$ cat src/hdl/pevw_pkg.sv
`timescale 1ns / 1ps

package pevw_pkg;

   // Heading wrap: one half turn in rad4096 units, and the full turn used per wrap step
   localparam int HALF_TURN = 12868;
   localparam int FULL_TURN = 2 * HALF_TURN;
   // Worst-case number of wrap steps for a 17-bit heading change
   localparam int WRAP_STEPS = (65535 - HALF_TURN + FULL_TURN - 1) / FULL_TURN;

   // Timer increment per tick, in ms
   localparam int TICK_MS = 5;

   // Bit positions in the warning and armed masks
   localparam int BIT_ANGLE = 0;
   localparam int BIT_X     = 1;
   localparam int BIT_Y     = 2;
   localparam int BIT_TIMER = 3;
   localparam int BIT_TRANS = 4;
   localparam int BIT_ROT   = 5;
   localparam int MASK_W    = 6;

   // Field widths
   localparam int ACTION_W = 4;
   localparam int POS_W    = 16;
   localparam int ARM_W    = 17;
   localparam int TOL_W    = 15;
   localparam int REQ_DATA_W = 72;  // 65 payload bits padded to whole bytes
   localparam int RSP_DATA_W = 16;  // 12 payload bits padded to whole bytes

   // Configuration register indexes
   localparam logic CSR_ANGLE_TOL = 1'b0;
   localparam logic CSR_POS_TOL   = 1'b1;

   typedef enum logic [ACTION_W-1:0] {
      ACT_TICK       = 4'd0,
      ACT_ARM_ANGLE  = 4'd1,
      ACT_ARM_X      = 4'd2,
      ACT_ARM_Y      = 4'd3,
      ACT_ARM_TIMER  = 4'd4,
      ACT_ARM_TRANS  = 4'd5,
      ACT_ARM_ROT    = 4'd6,
      ACT_INIT       = 4'd7,
      ACT_COLLECT    = 4'd8
   } action_type;

endpackage

$ cat src/hdl/position_event_watcher_core.sv
`timescale 1ns / 1ps

// Pose event watcher.
// Input channel req_*: one beat per action. req_tuser carries the action code,
// req_tdata the pose (x, y, heading) and the arm value. Every beat produces
// exactly one beat on rsp_*, carrying the pending warning bits (for collect, the
// bits it clears) and the armed watcher bits after that action.
// Configuration: csr_we with csr_index selects angle tolerance (0) or
// position tolerance (1); csr_wdata is taken at the same edge.
// An accepted beat waits in the input register and moves into the result
// register, raising rsp_tvalid, once that register is empty or being taken.
// Throughput: one beat per cycle while rsp_tready is high. The whole update of
// the watcher state is a single combinational pass between the input register
// and the result register; its longest path is the two 16x16 squares plus the
// 33-bit add and compare of the translation watcher.
// Reset (synchronous, active high) disarms every watcher, clears the pending
// bits, timer and reference pose, zeroes both tolerances and empties both
// pipeline registers.
// When the receiver stalls, the result register holds its beat, one more beat
// waits in the input register, and req_tready then drops until rsp moves.
module position_event_watcher_core (
   input  logic                            clock,
   input  logic                            reset,
   // slave side
   input  logic                            req_tvalid,
   output logic                            req_tready,
   // tdata: pos_x[15:0], pos_y[31:16], pos_angle[47:32], arm_value[64:48], zeros above
   input  logic [pevw_pkg::REQ_DATA_W-1:0] req_tdata,
   // tuser: action[3:0]
   input  logic [pevw_pkg::ACTION_W-1:0]   req_tuser,
   // master side
   output logic                            rsp_tvalid,
   input  logic                            rsp_tready,
   // tdata: warning_mask[5:0], armed_mask[11:6], zeros above
   output logic [pevw_pkg::RSP_DATA_W-1:0] rsp_tdata,
   // configuration
   input  logic                            csr_we,
   input  logic                            csr_index,
   input  logic [pevw_pkg::TOL_W-1:0]      csr_wdata
);
   import pevw_pkg::*;

   localparam logic signed [17:0] HALF_S = 18'(HALF_TURN);
   localparam logic signed [17:0] FULL_S = 18'(FULL_TURN);

   // Configuration
   logic [TOL_W-1:0] angle_tol_ff;
   logic [TOL_W-1:0] pos_tol_ff;

   // Input stage
   logic                     in_valid_ff;
   action_type               in_action_ff;
   logic signed [POS_W-1:0]  in_x_ff;
   logic signed [POS_W-1:0]  in_y_ff;
   logic signed [POS_W-1:0]  in_a_ff;
   logic signed [ARM_W-1:0]  in_arm_ff;

   // Watcher state
   logic signed [POS_W-1:0]  target_angle_ff, target_angle_in;
   logic signed [POS_W-1:0]  target_x_ff, target_x_in;
   logic signed [POS_W-1:0]  target_y_ff, target_y_in;
   logic [POS_W-1:0]         timer_limit_ff, timer_limit_in;
   logic [31:0]              dist_limit_ff, dist_limit_in;
   logic signed [POS_W-1:0]  rot_limit_ff, rot_limit_in;
   logic [POS_W-1:0]         elapsed_ff, elapsed_in;
   logic signed [POS_W-1:0]  ref_x_ff, ref_x_in;
   logic signed [POS_W-1:0]  ref_y_ff, ref_y_in;
   logic signed [POS_W-1:0]  ref_a_ff, ref_a_in;
   logic [MASK_W-1:0]        pending_ff, pending_in;

   // Result stage
   logic                     rsp_valid_ff;
   logic [MASK_W-1:0]        rsp_warn_ff, rsp_warn_in;
   logic [MASK_W-1:0]        rsp_armed_ff, rsp_armed_in;

   logic advance;

   // Datapath terms
   logic signed [POS_W:0]    diff_a, diff_x, diff_y, diff_rx, diff_ry;
   logic [POS_W:0]           mag_a, mag_x, mag_y, mag_rx, mag_ry;
   logic                     hit_angle, hit_x, hit_y, hit_timer, hit_trans, hit_rot;
   logic [POS_W-1:0]         elapsed_inc;
   logic [31:0]              dx_sq, dy_sq;
   logic [32:0]              dist_sq;
   logic signed [17:0]       rot_d;
   logic signed [17:0]       rot_mag;
   logic [ARM_W-1:0]         arm_mag;
   logic [2*ARM_W-1:0]       arm_sq;
   logic [31:0]              arm_sq_sat;
   logic [MASK_W-1:0]        tick_pend;

   // Move one beat from the input register to the result register
   assign advance    = in_valid_ff && (!rsp_valid_ff || rsp_tready);
   assign req_tready = !in_valid_ff || advance;
   assign rsp_tvalid = rsp_valid_ff;
   assign rsp_tdata  = {{(RSP_DATA_W - 2*MASK_W){1'b0}}, rsp_armed_ff, rsp_warn_ff};

   // Capture configuration writes
   always_ff @(posedge clock) begin
      if (reset) begin
         angle_tol_ff <= '0;
         pos_tol_ff   <= '0;
      end else if (csr_we) begin
         unique case (csr_index)
            CSR_ANGLE_TOL: angle_tol_ff <= csr_wdata;
            CSR_POS_TOL:   pos_tol_ff   <= csr_wdata;
            default:       ;
         endcase
      end
   end

   // Input register
   always_ff @(posedge clock) begin
      if (reset) begin
         in_valid_ff <= 1'b0;
      end else if (req_tready) begin
         in_valid_ff <= req_tvalid;
      end
   end

   always_ff @(posedge clock) begin
      if (req_tvalid && req_tready) begin
         in_action_ff <= action_type'(req_tuser);
         in_x_ff      <= req_tdata[15:0];
         in_y_ff      <= req_tdata[31:16];
         in_a_ff      <= req_tdata[47:32];
         in_arm_ff    <= req_tdata[64:48];
      end
   end

   // Target windows
   always_comb begin
      diff_a = {in_a_ff[POS_W-1], in_a_ff} - {target_angle_ff[POS_W-1], target_angle_ff};
      diff_x = {in_x_ff[POS_W-1], in_x_ff} - {target_x_ff[POS_W-1], target_x_ff};
      diff_y = {in_y_ff[POS_W-1], in_y_ff} - {target_y_ff[POS_W-1], target_y_ff};
      mag_a  = diff_a[POS_W] ? 17'(-diff_a) : 17'(diff_a);
      mag_x  = diff_x[POS_W] ? 17'(-diff_x) : 17'(diff_x);
      mag_y  = diff_y[POS_W] ? 17'(-diff_y) : 17'(diff_y);
      hit_angle = (target_angle_ff != '0) && (mag_a <= {2'b00, angle_tol_ff});
      hit_x     = (target_x_ff != '0) && (mag_x < {2'b00, pos_tol_ff});
      hit_y     = (target_y_ff != '0) && (mag_y < {2'b00, pos_tol_ff});
   end

   // Timer
   assign elapsed_inc = elapsed_ff + POS_W'(TICK_MS);
   assign hit_timer   = (timer_limit_ff != '0) && (elapsed_inc >= timer_limit_ff);

   // Squared distance from the reference pose at full width
   always_comb begin
      diff_rx = {in_x_ff[POS_W-1], in_x_ff} - {ref_x_ff[POS_W-1], ref_x_ff};
      diff_ry = {in_y_ff[POS_W-1], in_y_ff} - {ref_y_ff[POS_W-1], ref_y_ff};
      mag_rx  = diff_rx[POS_W] ? 17'(-diff_rx) : 17'(diff_rx);
      mag_ry  = diff_ry[POS_W] ? 17'(-diff_ry) : 17'(diff_ry);
      dx_sq   = mag_rx[POS_W-1:0] * mag_rx[POS_W-1:0];
      dy_sq   = mag_ry[POS_W-1:0] * mag_ry[POS_W-1:0];
      dist_sq = {1'b0, dx_sq} + {1'b0, dy_sq};
      hit_trans = (dist_limit_ff != '0) && (dist_sq >= {1'b0, dist_limit_ff});
   end

   // Wrap the heading change into one turn, then compare its magnitude
   always_comb begin
      rot_d = {{2{in_a_ff[POS_W-1]}}, in_a_ff} - {{2{ref_a_ff[POS_W-1]}}, ref_a_ff};
      for (int i = 0; i < WRAP_STEPS; i++) begin
         if (rot_d > HALF_S) begin
            rot_d = rot_d - FULL_S;
         end else if (rot_d < -HALF_S) begin
            rot_d = rot_d + FULL_S;
         end
      end
      rot_mag = rot_d[17] ? -rot_d : rot_d;
      hit_rot = (rot_limit_ff != '0) &&
                (rot_mag > $signed({{2{rot_limit_ff[POS_W-1]}}, rot_limit_ff}));
   end

   // Translation limit: square of the arm value's magnitude, saturated to 32 bits
   always_comb begin
      arm_mag    = in_arm_ff[ARM_W-1] ? (~in_arm_ff + 1'b1) : in_arm_ff;
      arm_sq     = arm_mag * arm_mag;
      arm_sq_sat = (arm_sq[2*ARM_W-1:32] != '0) ? '1 : arm_sq[31:0];
   end

   // Pending bits after a tick
   always_comb begin
      tick_pend = pending_ff;
      tick_pend[BIT_ANGLE] = tick_pend[BIT_ANGLE] | hit_angle;
      tick_pend[BIT_X]     = tick_pend[BIT_X] | hit_x;
      tick_pend[BIT_Y]     = tick_pend[BIT_Y] | hit_y;
      tick_pend[BIT_TIMER] = tick_pend[BIT_TIMER] | hit_timer;
      tick_pend[BIT_TRANS] = tick_pend[BIT_TRANS] | hit_trans;
      tick_pend[BIT_ROT]   = tick_pend[BIT_ROT] | hit_rot;
   end

   // Decode the action and form the next watcher state and the result
   always_comb begin
      target_angle_in = target_angle_ff;
      target_x_in     = target_x_ff;
      target_y_in     = target_y_ff;
      timer_limit_in  = timer_limit_ff;
      dist_limit_in   = dist_limit_ff;
      rot_limit_in    = rot_limit_ff;
      elapsed_in      = elapsed_ff;
      ref_x_in        = ref_x_ff;
      ref_y_in        = ref_y_ff;
      ref_a_in        = ref_a_ff;
      pending_in      = pending_ff;
      rsp_warn_in     = pending_ff;

      if (advance) begin
         unique case (in_action_ff)
            ACT_TICK: begin
               if (hit_angle) target_angle_in = '0;
               if (hit_x)     target_x_in     = '0;
               if (hit_y)     target_y_in     = '0;
               if (timer_limit_ff != '0) elapsed_in = elapsed_inc;
               if (tick_pend != '0) begin
                  elapsed_in = '0;
                  if (tick_pend[BIT_TRANS] || tick_pend[BIT_ROT]) begin
                     ref_x_in = in_x_ff;
                     ref_y_in = in_y_ff;
                     ref_a_in = in_a_ff;
                  end
               end
               pending_in  = tick_pend;
               rsp_warn_in = tick_pend;
            end
            ACT_ARM_ANGLE: target_angle_in = in_arm_ff[POS_W-1:0];
            ACT_ARM_X:     target_x_in     = in_arm_ff[POS_W-1:0];
            ACT_ARM_Y:     target_y_in     = in_arm_ff[POS_W-1:0];
            ACT_ARM_TIMER: timer_limit_in  = in_arm_ff[POS_W-1:0];
            ACT_ARM_TRANS: dist_limit_in   = arm_sq_sat;
            ACT_ARM_ROT:   rot_limit_in    = in_arm_ff[POS_W-1:0];
            ACT_INIT: begin
               target_angle_in = '0;
               target_x_in     = '0;
               target_y_in     = '0;
               timer_limit_in  = '0;
               dist_limit_in   = '0;
               rot_limit_in    = '0;
               elapsed_in      = '0;
               pending_in      = '0;
               rsp_warn_in     = '0;
               ref_x_in        = in_x_ff;
               ref_y_in        = in_y_ff;
               ref_a_in        = in_a_ff;
            end
            ACT_COLLECT: pending_in = '0;
            default: ;
         endcase
      end

      rsp_armed_in = '0;
      rsp_armed_in[BIT_ANGLE] = (target_angle_in != '0);
      rsp_armed_in[BIT_X]     = (target_x_in != '0);
      rsp_armed_in[BIT_Y]     = (target_y_in != '0);
      rsp_armed_in[BIT_TIMER] = (timer_limit_in != '0);
      rsp_armed_in[BIT_TRANS] = (dist_limit_in != '0);
      rsp_armed_in[BIT_ROT]   = (rot_limit_in != '0);
   end

   // Watcher state registers
   always_ff @(posedge clock) begin
      if (reset) begin
         target_angle_ff <= '0;
         target_x_ff     <= '0;
         target_y_ff     <= '0;
         timer_limit_ff  <= '0;
         dist_limit_ff   <= '0;
         rot_limit_ff    <= '0;
         elapsed_ff      <= '0;
         ref_x_ff        <= '0;
         ref_y_ff        <= '0;
         ref_a_ff        <= '0;
         pending_ff      <= '0;
      end else begin
         target_angle_ff <= target_angle_in;
         target_x_ff     <= target_x_in;
         target_y_ff     <= target_y_in;
         timer_limit_ff  <= timer_limit_in;
         dist_limit_ff   <= dist_limit_in;
         rot_limit_ff    <= rot_limit_in;
         elapsed_ff      <= elapsed_in;
         ref_x_ff        <= ref_x_in;
         ref_y_ff        <= ref_y_in;
         ref_a_ff        <= ref_a_in;
         pending_ff      <= pending_in;
      end
   end

   // Result register: load on advance, drop when the beat is taken
   always_ff @(posedge clock) begin
      if (reset) begin
         rsp_valid_ff <= 1'b0;
      end else if (advance) begin
         rsp_valid_ff <= 1'b1;
      end else if (rsp_tready) begin
         rsp_valid_ff <= 1'b0;
      end
   end

   always_ff @(posedge clock) begin
      if (advance) begin
         rsp_warn_ff  <= rsp_warn_in;
         rsp_armed_ff <= rsp_armed_in;
      end
   end

   // Init leaves every watcher disarmed and nothing pending
   a_init_clears: assert property (@(posedge clock) disable iff (reset)
      advance && (in_action_ff == ACT_INIT) |=>
         (rsp_armed_ff == '0) && (rsp_warn_ff == '0) && (pending_ff == '0))
      else $error("init did not clear watcher state");

   // Collect empties the pending bits
   a_collect_clears: assert property (@(posedge clock) disable iff (reset)
      advance && (in_action_ff == ACT_COLLECT) |=> (pending_ff == '0))
      else $error("collect left pending bits");

   // A result only appears from a beat held in the input register
   a_rsp_from_input: assert property (@(posedge clock) disable iff (reset)
      $rose(rsp_valid_ff) |-> $past(in_valid_ff))
      else $error("result raised without an input beat");

   // A stalled input beat stays in place
   a_input_holds: assert property (@(posedge clock) disable iff (reset)
      in_valid_ff && !advance |=> in_valid_ff && $stable(in_action_ff))
      else $error("input beat lost while stalled");

endmodule

$ cat config.mk
export PLATFORM = sky130hd
export DESIGN_NAME = position_event_watcher_core
export DESIGN_NICKNAME = d
export VERILOG_FILES = /design/src/hdl/pevw_pkg.sv /design/src/hdl/position_event_watcher_core.sv
export SDC_FILE = /design/constraint.sdc
export NUM_CORES = 2
export LEC_CHECK = 0
export ABC_AREA = 1
export BUFFER_PORTS_ARGS = -buffer_cell sky130_fd_sc_hd__buf_4
export CORE_ASPECT_RATIO = 0.6
export CORE_MARGIN = 2
export CORE_UTILIZATION = 40
export CTS_CLUSTER_DIAMETER = 120
export DETAILED_ROUTE_END_ITERATION = 7
export PLACE_DENSITY = 0.66
export SLEW_MARGIN = 20
export SYNTH_ARGS = -nofsm -noshare
export SYNTH_HDL_FRONTEND = slang
export SYNTH_SLANG_ARGS = --single-unit
$ cat constraint.sdc
create_clock -name clock -period 26.8 [get_ports clock]
set_input_delay 2.68 -clock clock [delete_from_list [all_inputs] [get_ports clock]]
set_output_delay 2.68 -clock clock [all_outputs]
set_load 0.05 [all_outputs]
==> results.md <==
- Num CTS Buffers: 35
- Initial antenna violation count: 0
- Number of cell rows: 97
- RSZ-0062 raised after global routing: no
- Clk_skew: 0.03102 ns
- Critical Path End Type: flop
- Max FO, Critical Path: 91
- CTS tree: built
- Startpoint types: flop
- Most frequent cell after synthesis: inv_1
- Via count: 39590
- Vias per cell: 5.116
- Max_slew headroom: 0.2602
- DR iter-0 viols: 3196
- Gpl congestion: 0.9335
- Max Freq: roughly 0.065 GHz
- Final count of hold timing violations: 0
- Mean post-synth cell area: 7.606 um^2
- Top post-synthesis cells by count: inv_1, nand2_1, nor2_1, fa_1, ha_1
- CTS resizes: 0
- Syn Std Cell Area: 46770 um^2
- Post-synth EDFFs: 81
- FF-to-FF Start: in_x_ff[0]$_DFFE_PP_
- GRT Total Usage: 0.2236
- Remaining DRCs: 0
- Htree depth: 2
- Clock-pin slew on the worst setup and hold paths: ~0.07 ns
- First-pass GRT wire length: 213000 um
- Wire length per cell: between 15 and 20 um
- Die H: 268.9 um
- Critical Path RT: 27.25 ns
- Setup TNS: 0 ns
- Layout cells sized above 1: 0.05851
- Unique masters post-synth: 73
- CP max-delay cell: buf_4
- Diodes inserted: 0
- Crit Path Class: reg -> reg
- HPWL Detailed: 109100 um
- ANT nets after route: 0
- Status: completed
- Top-area cell type share of the netlist area: 0.2508
- Yosys warning count: 0
- Crit-path most repeated cell: nand2_1
- Area of the core: roughly 120000 um^2
- Worst path max stage delay: 0.70 ns
- FFs w/ async S/R, synth: 0
- CTS Hold Bufs: 0
- Die W: between 400 and 500 um
- Ports: about 120
- Setup Viol. Count Final: 0
- Area grow syn2layout: 7.538%
- Most area-consuming cells after synthesis: fa_1, ha_1, inv_1
- Initial Util: 0.4019
- Root buffer cell: clkbuf_16
- Leading area contributor after synthesis: fa_1
- # clock sinks: 295
- Gr ovfl total: 0
- WP data arrival: 15.91 ns
- Number of setup buffers added after CTS: 0
- Synthesis-stage register bit count: 295
- 1st-pass router iterations: 6
- Worst Hold Class: reg -> reg
- Hold_sp: ref_y_ff[9]$_SDFFE_PP0P_
- Min cycle time layout: 15.46 ns
- Max Cap Viol: 0
- Clock tree buffer depth: 3
- Pin count of the biggest net entering global routing: 100
- WL final: 132500 um
- Worst-Skew Late Latency: ~0.59 ns
- Sequential element share of the synthesized area: 0.1436
- Worst Setup SP: in_x_ff[0]$_DFFE_PP_
- Vias in the first global route: 38700
- Worst-margin pin slew: about 1.1 ns
- Slew Limit Fails: 0
- Port-buffer cells: approximately 100
- Fin nets: roughly 7400
- Mapped Cells: roughly 6000
- Die area: 119800 um^2
- Most used DFF post-synth: dfxtp_1
- Fin crit share: 0.5769
==> metal layers <==
layer  wire length (um)  track usage  share of wire  up-vias
met5                  0            0              0        -
li1                   -            -              -    19270
met3              11690      0.04304          0.088      144
met4               3032      0.04837          0.023        0
met1              63880       0.3373           0.48    18840
met2              53860       0.3282           0.41     1337
==> through the flow <==
step / cell area (um^2) / std cells / hold slack [ns] / setup slack, ns / util
after floorplan: 46830 / 6165 / 0.4331 / 14.83 / -
after detailed placement: 49120 / 7674 / 0.4496 / 11.51 / 0.4220
after global routing: 50300 / 7738 / 0.4748 / 10.09 / 0.4322
after CTS: 50290 / 7738 / 0.4586 / 11.46 / 0.4320
after global placement: 49110 / 7674 / 0.4419 / 11.73 / 0.4220
final: 50300 / 7738 / 0.4547 / 11.34 / 0.4322
==> layout by cell type, fill, tap and decap left out, types with 12 or more instances in the layout <==
cell type	instances
buf_4	140
a32oi_1	32
nand2_2	45
nor4_1	29
or2_2	12
xor2_1	183
a31oi_1	13
edfxtp_1	81
xnor2_1	46
ha_1	515
o21ai_0	264
a21oi_1	322
fa_1	586
nand3_2	13
nor2_2	16
nand2_4	13
inv_2	29
nor2_1	684
nand3_1	312
a211oi_1	14
clkinv_1	12
inv_1	1332
dfxtp_1	214
nor3_1	40
nand4_1	91
o21bai_1	20
conb_1	17
clkbuf_16	36
nand2_1	921
==> cells by family (layout without fill, tap and decap cells) <==
family / Yosys count / count (layout) / synth area share
compound gates: 762 / 762 / 0.09205
xor+xnor: 232 / 232 / 0.04344
fa+ha+maj: 1101 / 1101 / 0.3886
buf+inv: 1540 / 1579 / 0.1260
flops: 295 / 295 / 0.1436
other cells: 2 / 17 / 0.0001606
simple gates: 2218 / 2218 / 0.2062
==> sequential cells by signal, indices dropped and copies added (netlist names), 4 cells and up <==
| signal | count |
|---|---|
| timer_limit_ff | 16 |
| target_x_ff | 16 |
| ref_a_ff | 16 |
| elapsed_ff | 16 |
| in_a_ff | 16 |
| dist_limit_ff | 32 |
| in_x_ff | 16 |
| rsp_armed_ff | 6 |
| rsp_warn_ff | 6 |
| target_y_ff | 16 |
| angle_tol_ff | 15 |
| pending_ff | 6 |
| in_action_ff | 4 |
| pos_tol_ff | 15 |
| in_y_ff | 16 |
| in_arm_ff | 17 |
| ref_y_ff | 16 |
| ref_x_ff | 16 |
| target_angle_ff | 16 |
| rot_limit_ff | 16 |
==> final cells by class <==
cell class                 count  area, um^2
fill                       11610       66090
clock inverter                16       156.4
multi-input combinational   4330       34280
sequential                   295        6716
tap                         1534        1919
clock buffer                  48        1007
timing repair buffer         141        1062
inverter                    1374        5164
==> worst paths after layout <==
path	to	slack (ns)	depth (start not counted)
setup / recovery	ref_y_ff[0]$_SDFFE_PP0P_	11.34	74
setup reg to reg	ref_y_ff[0]$_SDFFE_PP0P_	11.34	74
hold / removal	ref_y_ff[9]$_SDFFE_PP0P_	0.45	2
hold reg to reg	ref_y_ff[9]$_SDFFE_PP0P_	0.45	2
==> worst max-delay path, delay by kind of cell (launching register included) <==
family | cells | cell delay, ns
AND/OR/NAND/NOR | 36 | 4.08
adder cells (fa/ha/maj) | 12 | 5.41
flip-flops | 1 | 0.41
AO/OA/AOI/OAI | 12 | 2.41
buffers and inverters | 12 | 2.47
XOR/XNOR | 2 | 0.46
Power is not shown: default switching activity piles up to over one toggle a cycle in this logic, so the estimate is an artifact.
